--- src/hdl/iucb_pkg.sv ---
// Shared types and constants for the IPv4/UDP checksum builder.
// No dependencies; every other file in hdl/ uses this package.
package iucb_pkg;

   localparam int unsigned MAX_PAYLOAD_DEF = 65507;
   localparam logic [7:0]  PROTO_UDP       = 8'd17;
   localparam logic [7:0]  IP_VER_IHL      = 8'h45;
   localparam logic [15:0] UDP_HDR_BYTES   = 16'd8;
   localparam logic [15:0] IP_UDP_HDR_BYTES = 16'd28;
   localparam logic [15:0] IP_HDR_BYTES    = 16'd20;

   localparam logic [7:0]  TTL_RESET   = 8'd255;
   localparam logic [7:0]  TOS_RESET   = 8'd0;
   localparam logic [15:0] IDENT_RESET = 16'd0;

   typedef enum logic [1:0] {
      CSR_TIME_TO_LIVE   = 2'd0,
      CSR_TYPE_OF_SERVICE = 2'd1,
      CSR_IDENT_VALUE    = 2'd2
   } csr_index_type;

   typedef enum logic {
      REQ_HEADER  = 1'b0,
      REQ_PAYLOAD = 1'b1
   } req_kind_type;

   typedef struct packed {
      logic        req_type;
      logic [31:0] src_ip;
      logic [31:0] dst_ip;
      logic [15:0] src_port;
      logic [15:0] dst_port;
      logic [15:0] payload_len;
      logic [7:0]  data_byte;
      logic        last;
   } iucb_req_type;

   typedef struct packed {
      logic [15:0] ip_checksum;
      logic [15:0] udp_checksum;
      logic [15:0] ip_total_length;
      logic [15:0] udp_length;
      logic        length_error;
   } iucb_rsp_type;

   typedef struct packed {
      logic [7:0]  time_to_live;
      logic [7:0]  type_of_service;
      logic [15:0] ident_value;
   } iucb_cfg_type;

   // packet state captured on the last beat
   typedef struct packed {
      logic [31:0] src_ip;
      logic [31:0] dst_ip;
      logic [15:0] src_port;
      logic [15:0] dst_port;
      logic [15:0] held_length;
      logic [15:0] running_sum;
      logic        odd_phase;
      logic [7:0]  pending_byte;
      logic [15:0] bytes_seen;
   } iucb_snap_type;

endpackage

--- src/hdl/iucb_if.sv ---
// Valid/ready channel interfaces for request and response beats.
// Depends on iucb_pkg for the payload structs.
interface iucb_req_if;
   logic                 valid;
   logic                 ready;
   iucb_pkg::iucb_req_type data;

   modport source (output valid, output data, input ready);
   modport sink   (input valid, input data, output ready);
endinterface

interface iucb_rsp_if;
   logic                 valid;
   logic                 ready;
   iucb_pkg::iucb_rsp_type data;

   modport source (output valid, output data, input ready);
   modport sink   (input valid, input data, output ready);
endinterface

--- src/hdl/ipv4_udp_checksum_builder_top.sv ---
// Channel    Dir  Beat contents
// req_chan   in   header (addresses, ports, length) or one payload byte, last flag
// rsp_chan   out  IP checksum, UDP checksum, both lengths, length error
// csr_*      in   TTL, TOS, identification writes
// One beat per cycle in while req_chan ready is high; a last beat is snapshotted,
// then the result is registered. The accumulator adds a word every second byte.
// Sync reset clears accumulator state and valid flags; config returns to defaults.
// A stalled result holds the snapshot stage; req_chan ready drops only when both
// the snapshot and result registers are full and the result is not being taken.
module ipv4_udp_checksum_builder_top #(
   parameter int unsigned MAX_PAYLOAD = iucb_pkg::MAX_PAYLOAD_DEF
) (
   input  logic        clock,
   input  logic        reset,
   iucb_req_if.sink    req_chan,
   iucb_rsp_if.source  rsp_chan,
   input  logic        csr_write_enable,
   input  logic [1:0]  csr_index,
   input  logic [15:0] csr_write_data
);
   import iucb_pkg::*;

   iucb_cfg_type  cfg;
   iucb_snap_type snap;
   logic          snap_valid;
   logic          snap_ready;

   iucb_csr u_csr (
      .clock            (clock),
      .reset            (reset),
      .csr_write_enable (csr_write_enable),
      .csr_index        (csr_index),
      .csr_write_data   (csr_write_data),
      .cfg              (cfg)
   );

   iucb_accum u_accum (
      .clock      (clock),
      .reset      (reset),
      .req_chan   (req_chan),
      .snap_valid (snap_valid),
      .snap_ready (snap_ready),
      .snap       (snap)
   );

   iucb_sum #(
      .MAX_PAYLOAD (MAX_PAYLOAD)
   ) u_sum (
      .clock      (clock),
      .reset      (reset),
      .snap_valid (snap_valid),
      .snap_ready (snap_ready),
      .snap       (snap),
      .cfg        (cfg),
      .rsp_chan   (rsp_chan)
   );
endmodule

--- src/hdl/iucb_csr.sv ---
// Configuration registers: TTL, TOS and identification field.
// Depends on iucb_pkg.
module iucb_csr (
   input  logic                 clock,
   input  logic                 reset,
   input  logic                 csr_write_enable,
   input  logic [1:0]           csr_index,
   input  logic [15:0]          csr_write_data,
   output iucb_pkg::iucb_cfg_type cfg
);
   import iucb_pkg::*;

   iucb_cfg_type cfg_ff;
   iucb_cfg_type cfg_in;

   always_comb begin
      cfg_in = cfg_ff;
      if (csr_write_enable) begin
         case (csr_index)
            CSR_TIME_TO_LIVE:    cfg_in.time_to_live    = csr_write_data[7:0];
            CSR_TYPE_OF_SERVICE: cfg_in.type_of_service = csr_write_data[7:0];
            CSR_IDENT_VALUE:     cfg_in.ident_value     = csr_write_data;
            default:             cfg_in = cfg_ff;
         endcase
      end
   end

   always_ff @(posedge clock) begin
      if (reset) begin
         cfg_ff.time_to_live    <= TTL_RESET;
         cfg_ff.type_of_service <= TOS_RESET;
         cfg_ff.ident_value     <= IDENT_RESET;
      end else begin
         cfg_ff <= cfg_in;
      end
   end

   assign cfg = cfg_ff;

   a_ident_write: assert property (@(posedge clock) disable iff (reset)
      csr_write_enable && csr_index == CSR_IDENT_VALUE
      |=> cfg_ff.ident_value == $past(csr_write_data))
      else $error("ident register not written");

   a_no_write_hold: assert property (@(posedge clock) disable iff (reset)
      !csr_write_enable |=> $stable(cfg_ff))
      else $error("config changed without a write");

   a_bad_index: assert property (@(posedge clock) disable iff (reset)
      csr_write_enable && csr_index != CSR_TIME_TO_LIVE
      && csr_index != CSR_TYPE_OF_SERVICE && csr_index != CSR_IDENT_VALUE
      |=> $stable(cfg_ff))
      else $error("write to unused index changed config");
endmodule

--- src/hdl/iucb_accum.sv ---
// Packet state: latches header fields, pairs payload bytes into words and
// keeps the folded one's-complement sum; captures a snapshot on the last beat.
// Depends on iucb_pkg and iucb_if.
module iucb_accum (
   input  logic                  clock,
   input  logic                  reset,
   iucb_req_if.sink              req_chan,
   output logic                  snap_valid,
   input  logic                  snap_ready,
   output iucb_pkg::iucb_snap_type snap
);
   import iucb_pkg::*;

   iucb_snap_type state_ff;
   iucb_snap_type state_in;
   iucb_snap_type snap_ff;
   logic          snap_valid_ff;
   logic          accept;
   logic [16:0]   word_sum;

   assign req_chan.ready = !snap_valid_ff || snap_ready;
   assign accept         = req_chan.valid && req_chan.ready;

   assign word_sum = 17'(state_ff.running_sum)
                   + 17'({state_ff.pending_byte, req_chan.data.data_byte});

   always_comb begin
      state_in = state_ff;
      if (req_chan.data.req_type == REQ_HEADER) begin
         state_in.src_ip       = req_chan.data.src_ip;
         state_in.dst_ip       = req_chan.data.dst_ip;
         state_in.src_port     = req_chan.data.src_port;
         state_in.dst_port     = req_chan.data.dst_port;
         state_in.held_length  = req_chan.data.payload_len;
         state_in.running_sum  = '0;
         state_in.odd_phase    = 1'b0;
         state_in.pending_byte = '0;
         state_in.bytes_seen   = '0;
      end else begin
         if (!state_ff.odd_phase) begin
            state_in.pending_byte = req_chan.data.data_byte;
            state_in.odd_phase    = 1'b1;
         end else begin
            state_in.running_sum = word_sum[15:0] + 16'(word_sum[16]);
            state_in.odd_phase   = 1'b0;
         end
         if (state_ff.bytes_seen != 16'hFFFF) begin
            state_in.bytes_seen = state_ff.bytes_seen + 16'd1;
         end
      end
   end

   always_ff @(posedge clock) begin
      if (reset) begin
         state_ff      <= '0;
         snap_valid_ff <= 1'b0;
      end else begin
         if (accept) begin
            state_ff <= state_in;
         end
         if (accept && req_chan.data.last) begin
            snap_valid_ff <= 1'b1;
         end else if (snap_ready) begin
            snap_valid_ff <= 1'b0;
         end
      end
      if (accept && req_chan.data.last) begin
         snap_ff <= state_in;
      end
   end

   assign snap_valid = snap_valid_ff;
   assign snap       = snap_ff;

   a_header_clears: assert property (@(posedge clock) disable iff (reset)
      accept && req_chan.data.req_type == REQ_HEADER
      |=> state_ff.bytes_seen == 16'd0 && !state_ff.odd_phase
          && state_ff.running_sum == 16'd0)
      else $error("header beat did not clear packet state");

   a_phase_toggles: assert property (@(posedge clock) disable iff (reset)
      accept && req_chan.data.req_type == REQ_PAYLOAD
      |=> state_ff.odd_phase != $past(state_ff.odd_phase))
      else $error("byte pairing phase did not toggle");

   a_last_snaps: assert property (@(posedge clock) disable iff (reset)
      accept && req_chan.data.last |=> snap_valid_ff)
      else $error("last beat produced no snapshot");

   a_odd_count: assert property (@(posedge clock) disable iff (reset)
      state_ff.bytes_seen != 16'hFFFF |-> state_ff.odd_phase == state_ff.bytes_seen[0])
      else $error("pairing phase disagrees with byte count");
endmodule

--- src/hdl/iucb_sum.sv ---
// Checksum and length stage: folds header, pseudo-header and data words of
// the snapshot into the result register. Depends on iucb_pkg and iucb_if.
module iucb_sum #(
   parameter int unsigned MAX_PAYLOAD = iucb_pkg::MAX_PAYLOAD_DEF
) (
   input  logic                   clock,
   input  logic                   reset,
   input  logic                   snap_valid,
   output logic                   snap_ready,
   input  iucb_pkg::iucb_snap_type snap,
   input  iucb_pkg::iucb_cfg_type  cfg,
   iucb_rsp_if.source             rsp_chan
);
   import iucb_pkg::*;

   localparam logic [15:0] MaxLen = 16'(MAX_PAYLOAD);

   logic          out_valid_ff;
   iucb_rsp_type  out_ff;
   iucb_rsp_type  out_in;
   logic          over_max;
   logic [15:0]   eff_len;
   logic [15:0]   udp_len;
   logic [15:0]   ip_len;
   logic [15:0]   pad_word;
   logic [18:0]   ip_sum;
   logic [16:0]   ip_f1;
   logic [15:0]   ip_fold;
   logic [19:0]   udp_sum;
   logic [16:0]   udp_f1;
   logic [15:0]   udp_fold;

   assign snap_ready = !out_valid_ff || rsp_chan.ready;

   always_comb begin
      over_max = snap.held_length > MaxLen;
      eff_len  = over_max ? MaxLen : snap.held_length;
      udp_len  = eff_len + UDP_HDR_BYTES;
      ip_len   = eff_len + IP_UDP_HDR_BYTES;
      pad_word = snap.odd_phase ? {snap.pending_byte, 8'h00} : 16'h0000;

      ip_sum = 19'({IP_VER_IHL, cfg.type_of_service}) + 19'(ip_len)
             + 19'(cfg.ident_value) + 19'({cfg.time_to_live, PROTO_UDP})
             + 19'(snap.src_ip[31:16]) + 19'(snap.src_ip[15:0])
             + 19'(snap.dst_ip[31:16]) + 19'(snap.dst_ip[15:0]);
      ip_f1   = 17'(ip_sum[15:0]) + 17'(ip_sum[18:16]);
      ip_fold = ip_f1[15:0] + 16'(ip_f1[16]);

      udp_sum = 20'(snap.running_sum) + 20'(pad_word)
              + 20'(snap.src_ip[31:16]) + 20'(snap.src_ip[15:0])
              + 20'(snap.dst_ip[31:16]) + 20'(snap.dst_ip[15:0])
              + 20'(PROTO_UDP) + 20'(udp_len) + 20'(udp_len)
              + 20'(snap.src_port) + 20'(snap.dst_port);
      udp_f1   = 17'(udp_sum[15:0]) + 17'(udp_sum[19:16]);
      udp_fold = udp_f1[15:0] + 16'(udp_f1[16]);

      out_in.ip_checksum     = ~ip_fold;
      out_in.udp_checksum    = ~udp_fold;
      out_in.ip_total_length = ip_len;
      out_in.udp_length      = udp_len;
      out_in.length_error    = over_max || (snap.bytes_seen != snap.held_length);
   end

   always_ff @(posedge clock) begin
      if (reset) begin
         out_valid_ff <= 1'b0;
      end else if (snap_ready) begin
         out_valid_ff <= snap_valid;
      end
      if (snap_ready && snap_valid) begin
         out_ff <= out_in;
      end
   end

   assign rsp_chan.valid = out_valid_ff;
   assign rsp_chan.data  = out_ff;

   a_len_pair: assert property (@(posedge clock) disable iff (reset)
      out_valid_ff |-> out_ff.ip_total_length == out_ff.udp_length + IP_HDR_BYTES)
      else $error("IP and UDP lengths disagree");

   a_len_floor: assert property (@(posedge clock) disable iff (reset)
      out_valid_ff |-> out_ff.udp_length >= UDP_HDR_BYTES)
      else $error("UDP length below header size");

   a_take: assert property (@(posedge clock) disable iff (reset)
      snap_valid && snap_ready |=> out_valid_ff)
      else $error("snapshot taken but no result registered");
endmodule
--- src/flat_wrapper.sv ---
// flat-port wrapper written by rule: the top's interface ports become plain ports
module ipv4_udp_checksum_builder_top_flat import iucb_pkg::*;
#(
   parameter int unsigned MAX_PAYLOAD = iucb_pkg::MAX_PAYLOAD_DEF
)
  (clock, reset, csr_write_enable, csr_index, csr_write_data, req_chan_valid, req_chan_data, req_chan_ready, rsp_chan_valid, rsp_chan_data, rsp_chan_ready);
  iucb_req_if req_chan_i ();
  iucb_rsp_if rsp_chan_i ();
  input  logic clock;
  input  logic reset;
  input  logic csr_write_enable;
  input  logic [1:0] csr_index;
  input  logic [15:0] csr_write_data;
  input wire logic [$bits(req_chan_i.valid)-1:0] req_chan_valid;
  input wire logic [$bits(req_chan_i.data)-1:0] req_chan_data;
  output wire logic [$bits(req_chan_i.ready)-1:0] req_chan_ready;
  output wire logic [$bits(rsp_chan_i.valid)-1:0] rsp_chan_valid;
  output wire logic [$bits(rsp_chan_i.data)-1:0] rsp_chan_data;
  input wire logic [$bits(rsp_chan_i.ready)-1:0] rsp_chan_ready;
  assign req_chan_i.valid = req_chan_valid;
  assign req_chan_i.data = req_chan_data;
  assign req_chan_ready = req_chan_i.ready;
  assign rsp_chan_valid = rsp_chan_i.valid;
  assign rsp_chan_data = rsp_chan_i.data;
  assign rsp_chan_i.ready = rsp_chan_ready;
  ipv4_udp_checksum_builder_top #(.MAX_PAYLOAD(MAX_PAYLOAD)) u_core (.clock(clock), .reset(reset), .req_chan(req_chan_i), .rsp_chan(rsp_chan_i), .csr_write_enable(csr_write_enable), .csr_index(csr_index), .csr_write_data(csr_write_data));
endmodule
--- config.mk ---
export PLATFORM = sky130hd
export DESIGN_NAME = ipv4_udp_checksum_builder_top_flat
export DESIGN_NICKNAME = d
export VERILOG_FILES = /design/src/hdl/iucb_pkg.sv /design/src/hdl/iucb_if.sv /design/src/hdl/ipv4_udp_checksum_builder_top.sv /design/src/hdl/iucb_csr.sv /design/src/hdl/iucb_accum.sv /design/src/hdl/iucb_sum.sv /design/src/flat_wrapper.sv
export SDC_FILE = /design/constraint.sdc
export NUM_CORES = 1
export LEC_CHECK = 0
export ABC_AREA = 1
export CORE_MARGIN = 4
export CORE_UTILIZATION = 70
export CTS_CLUSTER_DIAMETER = 40
export DETAILED_ROUTE_END_ITERATION = 6
export DONT_BUFFER_PORTS = 1
export PLACE_DENSITY = 0.89
export SETUP_SLACK_MARGIN = 0.2
export SYNTH_ARGS = -nofsm -noshare
export SYNTH_HDL_FRONTEND = slang
export SYNTH_SLANG_ARGS = --single-unit
--- constraint.sdc ---
create_clock -name clock -period 12.8 [get_ports clock]
set_input_delay 1.28 -clock clock [delete_from_list [all_inputs] [get_ports clock]]
set_output_delay 1.28 -clock clock [all_outputs]
set_load 0.05 [all_outputs]
# Yosys cells after proc, flatten, opt, wreduce, memory -nomap -nowiden
# Cells that the tools add are included.
# W data, S select, Z words.
dict set report op_classes {
  add_sub_neg 26
  order_cmp 1
  n_eq_ne 4
  n_mux 10
  bitwise_logic 2
  reduce_logical 13
}
# op count
set ops {}
lappend ops {{$mux W112} 1}
lappend ops {{$add A20 B16 Y20} 5}
lappend ops {{$add A19 B16 Y19} 4}
lappend ops {{$mux W16} 4}
lappend ops {{$add A16 B1 Y16} 3}
lappend ops {{$mux W41} 1}
lappend ops {{$add A18 B16 Y19} 2}
lappend ops {{$add A17 B16 Y18} 2}
lappend ops {{$add A16 B16 Y17} 2}
lappend ops {{$not A16 Y16} 2}
lappend ops {{$add A19 B16 Y20} 1}
lappend ops {{$add A20 B5 Y20 const B} 1}
lappend ops {{$add A15 B16 Y17} 1}
lappend ops {{$add A16 B3 Y17} 1}
lappend ops {{$add A16 B4 Y17} 1}
lappend ops {{$add A16 B1 Y16 const B} 1}
lappend ops {{$add A16 B4 Y16 const B} 1}
lappend ops {{$add A16 B5 Y16 const B} 1}
lappend ops {{$gt A16 B16 Y1 const B} 1}
lappend ops {{$ne A16 B16 Y1} 1}
lappend ops {{$ne A16 B16 Y1 const B} 1}
lappend ops {{$mux W8} 1}
lappend ops {{$reduce_and A2 Y1} 3}
lappend ops {{$logic_and A1 B1 Y1} 3}
lappend ops {{7 further kinds} 12}
dict set report totals {
  ff_bits 405
  input_bits 145
  wordCells 84
}

# Depth between registers and ports, before layout
# Gate-level depths: netlist of the first run.
dict set report depth {
  depth_word 14
  depth_mapped 58
  depth_no_buf 58
}

# Modules after synthesis
# Synthesis of the first run repeated with hierarchy kept, for this count alone.
dict set report unflattened {
  hier_cells 3152
  hier_area_um2 26434.1
}
# mod n_inst cells_each area_each_um2 seq_area_each_um2
set modules_own_cells {}
lappend modules_own_cells {iucb_accum 1 1530 13484.2 7677.4}
lappend modules_own_cells {iucb_sum 1 1431 11648.7 1911.8}
lappend modules_own_cells {iucb_csr 1 191 1301.2 640.6}

# Worst setup path after synthesis of the first run
# OpenSTA, ideal clock, no wires.
dict set report synth_path {
  path_kind {input to register}
  start {input rsp_chan_ready}
  end {register u_core.u_accum.snap_ff (netlist bit u_core.u_accum.snap[0]), enable pin}
  setup_ns 0.668
  arrival_ns 8.637
  required_ns 12.132
  slack_ns 3.494
  cell_stages 6
  path_buffers 2
  cell_sequence {inv_1 > nand3_1 > nand2_1 > clkbuf_1 > clkbuf_1 > nor2_1}
}
dict set report synth_between {
  elab_chain_len 4
}
# item line_no
set synth_rtl {}
lappend synth_rtl {{start: declaration} flat_wrapper.sv:19} ;# input wire logic [$bits(rsp_chan_i.ready)-1:0] rsp_chan_ready;
lappend synth_rtl {{$logic_or A1 B1 Y1} iucb_sum.sv:33} ;# assign snap_ready = !out_valid_ff || rsp_chan.ready;
lappend synth_rtl {{$logic_or A1 B1 Y1} iucb_accum.sv:21} ;# assign req_chan.ready = !snap_valid_ff || snap_ready;
lappend synth_rtl {{net req_chan_ready} flat_wrapper.sv:16} ;# output wire logic [$bits(req_chan_i.ready)-1:0] req_chan_ready;
lappend synth_rtl {{$logic_and A1 B1 Y1} iucb_accum.sv:22} ;# assign accept = req_chan.valid && req_chan.ready;
lappend synth_rtl {{$logic_and A1 B1 Y1} iucb_accum.sv:67} ;# if (accept && req_chan.data.last) begin
lappend synth_rtl {{end signal: assignment} iucb_accum.sv:68} ;# snap_ff <= state_in;
lappend synth_rtl {{end: declaration} iucb_accum.sv:16} ;# iucb_snap_type snap_ff;
# The timed path passes the listed nets, and every way through them passes these cells.
# A chain may end at the register's enable or synchronous reset.

==> results of run 1 <==
## routing by layer
metal / share of wire / track usage
met5: 0 / 0
met4: 0.052 / 0.169
met3: 0.098 / 0.0800
met2: 0.47 / 0.590
met1: 0.38 / 0.476
## synthesized netlist by cell type (11+ instances only)
cell      number  area [µm²]
a21oi_1      196         981
clkbuf_1      88         330
dfxtp_1      187        3740
edfxtp_1     216        6490
fa_1         180        3600
ha_1          96        1200
inv_1        596        2240
nand2_1      517        1940
nand2_2       12        75.1
nand3_1      113         566
nand4_1       39         244
nor2_1       166         623
nor2_2        11        68.8
nor3_1        24         120
o21ai_0      328        1640
xnor2_1       15         131
xor2_1        46         403
## per-stage QoR
| stage | setup WS [ns] | util | power [µW] | cell area, µm² | instances |
|---|---|---|---|---|---|
| 5_1_grt | 0.906 | 0.768 | 8290 | 27300 | 3401 |
| 6_report | 1.73 | 0.768 | 7680 | 27300 | 3401 |
| 4_1_cts | 1.94 | 0.768 | 7620 | 27300 | 3401 |
| 3_5_place_dp | 2.02 | 0.717 | 6110 | 25400 | 3301 |
| 3_3_place_gp | 2.11 | 0.717 | 5920 | 25400 | 3301 |
| 2_1_floorplan | 3.49 | - | 5040 | 25100 | 2926 |
## state kept, by name, summed over array words and instances, names as in the netlist
register                     count
u_core.u_accum.snap            153
u_core.u_csr.cfg                32
u_core.u_sum.rsp_chan.data      63
u_core.u_sum.rsp_chan.valid      1
u_core.u_accum.state_ff        153
u_core.u_accum.snap_valid        1
## power groups by stage
| stage | Clock, µW | Sequential [µW] | Combinational, µW |
|---|---|---|---|
| after detailed placement | 0 | 1880 | 4230 |
| after global placement | 0 | 1870 | 4050 |
| final | 1490 | 1850 | 4340 |
| after CTS | 1500 | 1850 | 4270 |
| after global routing | 1560 | 1860 | 4870 |
| after floorplan | 0 | 1850 | 3200 |
## tightest hold or removal path, cell delays in order, from the launching register on
cell and delay, ns:
dfxtp_1 0.29, inv_1 0.05, a21oi_1 0.05
## worst paths after layout
path | startpoint | to | slack [ns] | cells past startpoint
setup / recovery | u_core.u_accum.snap[46]$_DFFE_PP_ | u_core.u_sum.rsp_chan.data[63]$_DFFE_PP_ | 1.73 | 49
hold / removal | u_core.u_accum.state_ff[82]$_SDFFE_PP0P_ | u_core.u_accum.state_ff[82]$_SDFFE_PP0P_ | 0.45 | 2
setup reg to reg | u_core.u_accum.snap[46]$_DFFE_PP_ | u_core.u_sum.rsp_chan.data[63]$_DFFE_PP_ | 1.73 | 49
hold reg to reg | u_core.u_accum.state_ff[82]$_SDFFE_PP0P_ | u_core.u_accum.state_ff[82]$_SDFFE_PP0P_ | 0.45 | 2
## cells by family after synthesis
kind of cell,Yosys count,share of synthesized area
adder cells (fa/ha/maj),276,0.191
AO/OA/AOI/OAI,567,0.117
flip-flops,403,0.407
AND/OR/NAND/NOR,917,0.157
XOR/XNOR,64,0.0232
buffers and inverters,699,0.105
## layout make-up
class                   count  area, µm²  area share
flip-flops and latches    403      10200       0.375
repair buffers              8       60.1     0.00220
multi-input cells        1824      12300       0.451
well taps                 461        577      0.0212
inverters                 605       2280      0.0836
clock inverters            35        354      0.0130
clock buffers              65       1450      0.0533
==> results.cfg, run 1 <==
[power]
p_leak_uw = 0.0123
seq_power_share = 0.241
p_sw_frac = 0.501
p_clk_frac = 0.194
vdd_drop_max_uv = 424
p_int_uw = 3830
pwr-share-comb = 0.565
p_switching_uw = 3850
p_per_area_nw_per_um2 = 282

[drt]
route.detailed.drc = 0
wirelength_um = 71200
antenna_left = 0
viasPerCell = 5.95
drtIter0Drc = 1941
post_drt_wl_per_cell_um = 20.9
drtPass1Iterations = 6
via_count = 20300

[synthesis]
ys.flop_type = edfxtp_1
ys_seq_area_frac = 0.407
synth_cells = 2926
yosysUniqueCellTypes = 44
synth_nets = 3347
avgSynthCellArea_um2 = 8.59
synth.cell_area_um2 = 25100
ys_ff_latch = 403
synth_edf_count = 216
async_reset_ff_frac = 0
yosys_warnings = 0

[layout]
final_common_cell = inv_1
syn2layout_area_growth_pct = 8.39
nFillCells = 2419
final_cell_mix = 594 x inv_1, 516 x nand2_1, 328 x o21ai_0
antenna_cells = 0
nets = 3316
layout-drive-gt1-share = 0.0544

[die]
rows = 69
design.core.area_um2 = 35500
die_x_um = 198
initial_core_util = 0.709
die_h_um = 198
die-area_um2 = 39000
io_pins = 212

[critical_path]
cp_data_required_time_ns = 13.15
cp_slowest_cell = nor4_1
cp_max_fo = 7
crit_top_cell = nand2_1
critPathBufInv = 5
end_kind = flop
startpoint_type = flop
critPathTopFamily = simple AND/OR/NAND/NOR gates
max_stage_delay_ns = 0.57
path_class = flop to flop
cp.arrival_ns = 11.42

[global_routing]
gr-usage-all-layers = 0.365
grt_pass1_wl_um = 109000
grt_max_degree = 126
antenna_found_initial = 0
first_global_vias = 19700
grt.overflow.total = 0

[sta]
period_needed_ns = 11.07
holdWs_ns = 0.451
worstMarginPinSlew_ns = 1.16
slew-limit-headroom = 0.224
fin_setup_tns_ns = 0
setup_viol = 0
finClkSkew_ns = 0.0273
final-hold-violation-count = 0
fmax_mhz = 90.3
finalCritPeriodShare = 0.865
rsz0062_at_grt = no
slew_viol_final = 0

[clock_tree]
h-tree-depth = 2
clock_sinks = 403
clock-root-buffer = clkbuf_16
post_cts_buffers = 0
holdBufCountCts = 0
cts_tree = built
cts_resized = 0
cts_buffers = 53
insertion_delay_ns = 0.61
path_clk_slew_ns = 0.06
cts_buffer_depth = 3

[placed_design]
gp_congestion = 1.04
hpwlAfterDp_um = 54200
io_buffer_count = 0

[hold_path]
hold_class = flop to flop

[status]
status = completed

[run]
cap_violations = 0
Note: power is estimated with default switching activity, not from simulation.
==> run 2, diff against run 1 <==
- SYNTH_HIERARCHICAL: unset -> 1
==> results.cfg, run 2 <==
[sta]
period_needed_ns = 10.35
finClkSkew_ns = 0.0415
slew_viol_final = 0
fmax_mhz = 96.6
fin_setup_tns_ns = 0
worstMarginPinSlew_ns = 1.07
holdWs_ns = 0.448
slew-limit-headroom = 0.285
setup_viol = 0
finalCritPeriodShare = 0.809
rsz0062_at_grt = no
final-hold-violation-count = 0

[die]
io_pins = 212
initial_core_util = 0.715
die_x_um = 202
die_h_um = 202
die-area_um2 = 40900
design.core.area_um2 = 37000
rows = 70

[critical_path]
cp_slowest_cell = edfxtp_1
crit_top_cell = nand2_1
rr_startpoint = u_core/u_accum/snap[124]$_DFFE_PP_
crit_path_end = u_core/u_sum/rsp_chan.data[47]$_DFFE_PP_
r2r_slack_ns = 2.45
cp_max_fo = 5
reg2reg_to = u_core/u_sum/rsp_chan.data[47]$_DFFE_PP_
reg2regPathDepth = 48
path_class = flop to flop
cp_data_required_time_ns = 13.18
startpoint_type = flop
cp.arrival_ns = 10.73
end_kind = flop
max_stage_delay_ns = 0.54
setup.worst_path.start = u_core/u_accum/snap[124]$_DFFE_PP_

[synthesis]
synth_nets = 3590
yosysUniqueCellTypes = 57
yosys_warnings = 6
yosys-top-cells-count = 623 x nand2_1, 613 x inv_1, 289 x o21ai_0
yosysMostFrequentCell = nand2_1
ys_seq_area_frac = 0.387
synth.area.top_cells = edfxtp_1 25%, dfxtp_1 14%, fa_1 12%
synth_top_cell_by_area = edfxtp_1
ys.flop_type = edfxtp_1
ys_ff_latch = 403
yosysTopAreaCellShare = 0.245
synth.cell_area_um2 = 26400
synth_edf_count = 216
avgSynthCellArea_um2 = 8.39
synth_cells = 3152
async_reset_ff_frac = 0

[layout]
antenna_cells = 0
syn2layout_area_growth_pct = 8.28
nets = 3560
layout-drive-gt1-share = 0.0692
stdcell_count = 3671
final_cell_mix = 622 x nand2_1, 611 x inv_1, 289 x o21ai_0
nFillCells = 2470
final_common_cell = nand2_1

[placed_design]
io_buffer_count = 0
dpl.cell_count = 3571
gp_congestion = 1.05
hpwlAfterDp_um = 59500

[drt]
route.detailed.drc = 4
drtIter0Drc = 2277
viasPerCell = 5.89
drtPass1Iterations = 7
wirelength_um = 76500
antenna_left = 0
via_count = 21600
post_drt_wl_per_cell_um = 20.8

[status]
status = complete, but fails checks
violations = DRC

[clock_tree]
insertion_delay_ns = 0.62
clock-root-buffer = clkbuf_16
cts_buffers = 53
h-tree-depth = 2
cts_resized = 0
post_cts_buffers = 0
clock_sinks = 403
holdBufCountCts = 0
cts_tree = built
path_clk_slew_ns = 0.06
cts_buffer_depth = 3

[global_routing]
grt_pass1_wl_um = 117000
gr-usage-all-layers = 0.370
grt.overflow.total = 0
antenna_found_initial = 2
first_global_vias = 21200
grt_max_degree = 130

[hold_path]
hold_class = flop to flop

[run]
cap_violations = 0
[run 2: changes by cell type in the layout (fill, tap and decap cells not counted), sizes merged, moves of 7 or more]
cell / change
nor2: +25
nand2: +129
nand4: +7
nand3: +31
a211oi: +9
inv: +18
a22o: -8
ha: +34
o21ai: -36
fa: -17
or2: +7
xnor2: +18
[run 2: stage by stage]
step	util	worst slack, ns	cell area [µm²]
after detailed placement	0.724	2.83	26800
after global routing	0.774	1.80	28600
after global placement	0.724	3.26	26800
after floorplan	-	3.49	26400
after CTS	0.774	2.65	28600
final	0.774	2.45	28600
[run 2: logic make-up after synthesis]
logic type                 share of synthesized area
and+or+nand+nor                                0.188
buffers and inverters                          0.104
AOI/OAI and AO/OA                              0.108
DFF                                            0.387
adders and majority gates                      0.185
xor gates and xnor gates                      0.0288
[run 2: area by class of cell]
type | instances | area, µm² | area share
Tap cell | 504 | 631 | 0.0220
Multi-Input combinational cell | 2030 | 13500 | 0.471
Sequential cell | 403 | 10200 | 0.357
Clock buffer | 59 | 1360 | 0.0475
Inverter | 625 | 2350 | 0.0821
Clock inverter | 41 | 498 | 0.0174
Timing Repair Buffer | 9 | 67.6 | 0.00236
[run 2: how the worst min path moves through the flow]
| stage | cells past startpoint | start | to | slack, ns |
|---|---|---|---|---|
| after detailed placement | 2 | u_core/u_accum/state_ff[90]$_SDFFE_PP0P_ | u_core/u_accum/state_ff[90]$_SDFFE_PP0P_ | 0.44 |
| after global routing | 2 | u_core/u_accum/state_ff[131]$_SDFFE_PP0P_ | u_core/u_accum/state_ff[131]$_SDFFE_PP0P_ | 0.47 |
| after CTS | 2 | u_core/u_accum/state_ff[101]$_SDFFE_PP0P_ | u_core/u_accum/state_ff[101]$_SDFFE_PP0P_ | 0.45 |
| after floorplan | 2 | u_core/u_accum/state_ff[100]$_SDFFE_PP0P_ | u_core/u_accum/state_ff[100]$_SDFFE_PP0P_ | 0.42 |
| final | 2 | u_core/u_accum/state_ff[108]$_SDFFE_PP0P_ | u_core/u_accum/state_ff[108]$_SDFFE_PP0P_ | 0.45 |
| after global placement | 2 | u_core/u_accum/state_ff[130]$_SDFFE_PP0P_ | u_core/u_accum/state_ff[130]$_SDFFE_PP0P_ | 0.43 |
[run 2: worst max-delay path: cells and delay by family (launching register included)]
kind,cells,cell delay [ns]
AOI/OAI and AO/OA,8,1.93
buffers and inverters,3,0.19
DFF,1,0.54
and+or+nand+nor,24,2.89
adders and majority gates,11,4.12
xor gates and xnor gates,2,0.43
[run 2: layer usage]
layer | track usage | vias up | wire length, µm
li1 | - | 9986 | -
met1 | 0.489 | 10300 | 29700
met2 | 0.580 | 1132 | 34500
met3 | 0.0860 | 225 | 7600
met4 | 0.185 | 2 | 4650
met5 | 0 | - | 13
Power of run 2 is not shown: default switching activity piles up to over one toggle a cycle in this logic, so the estimate is an artifact.
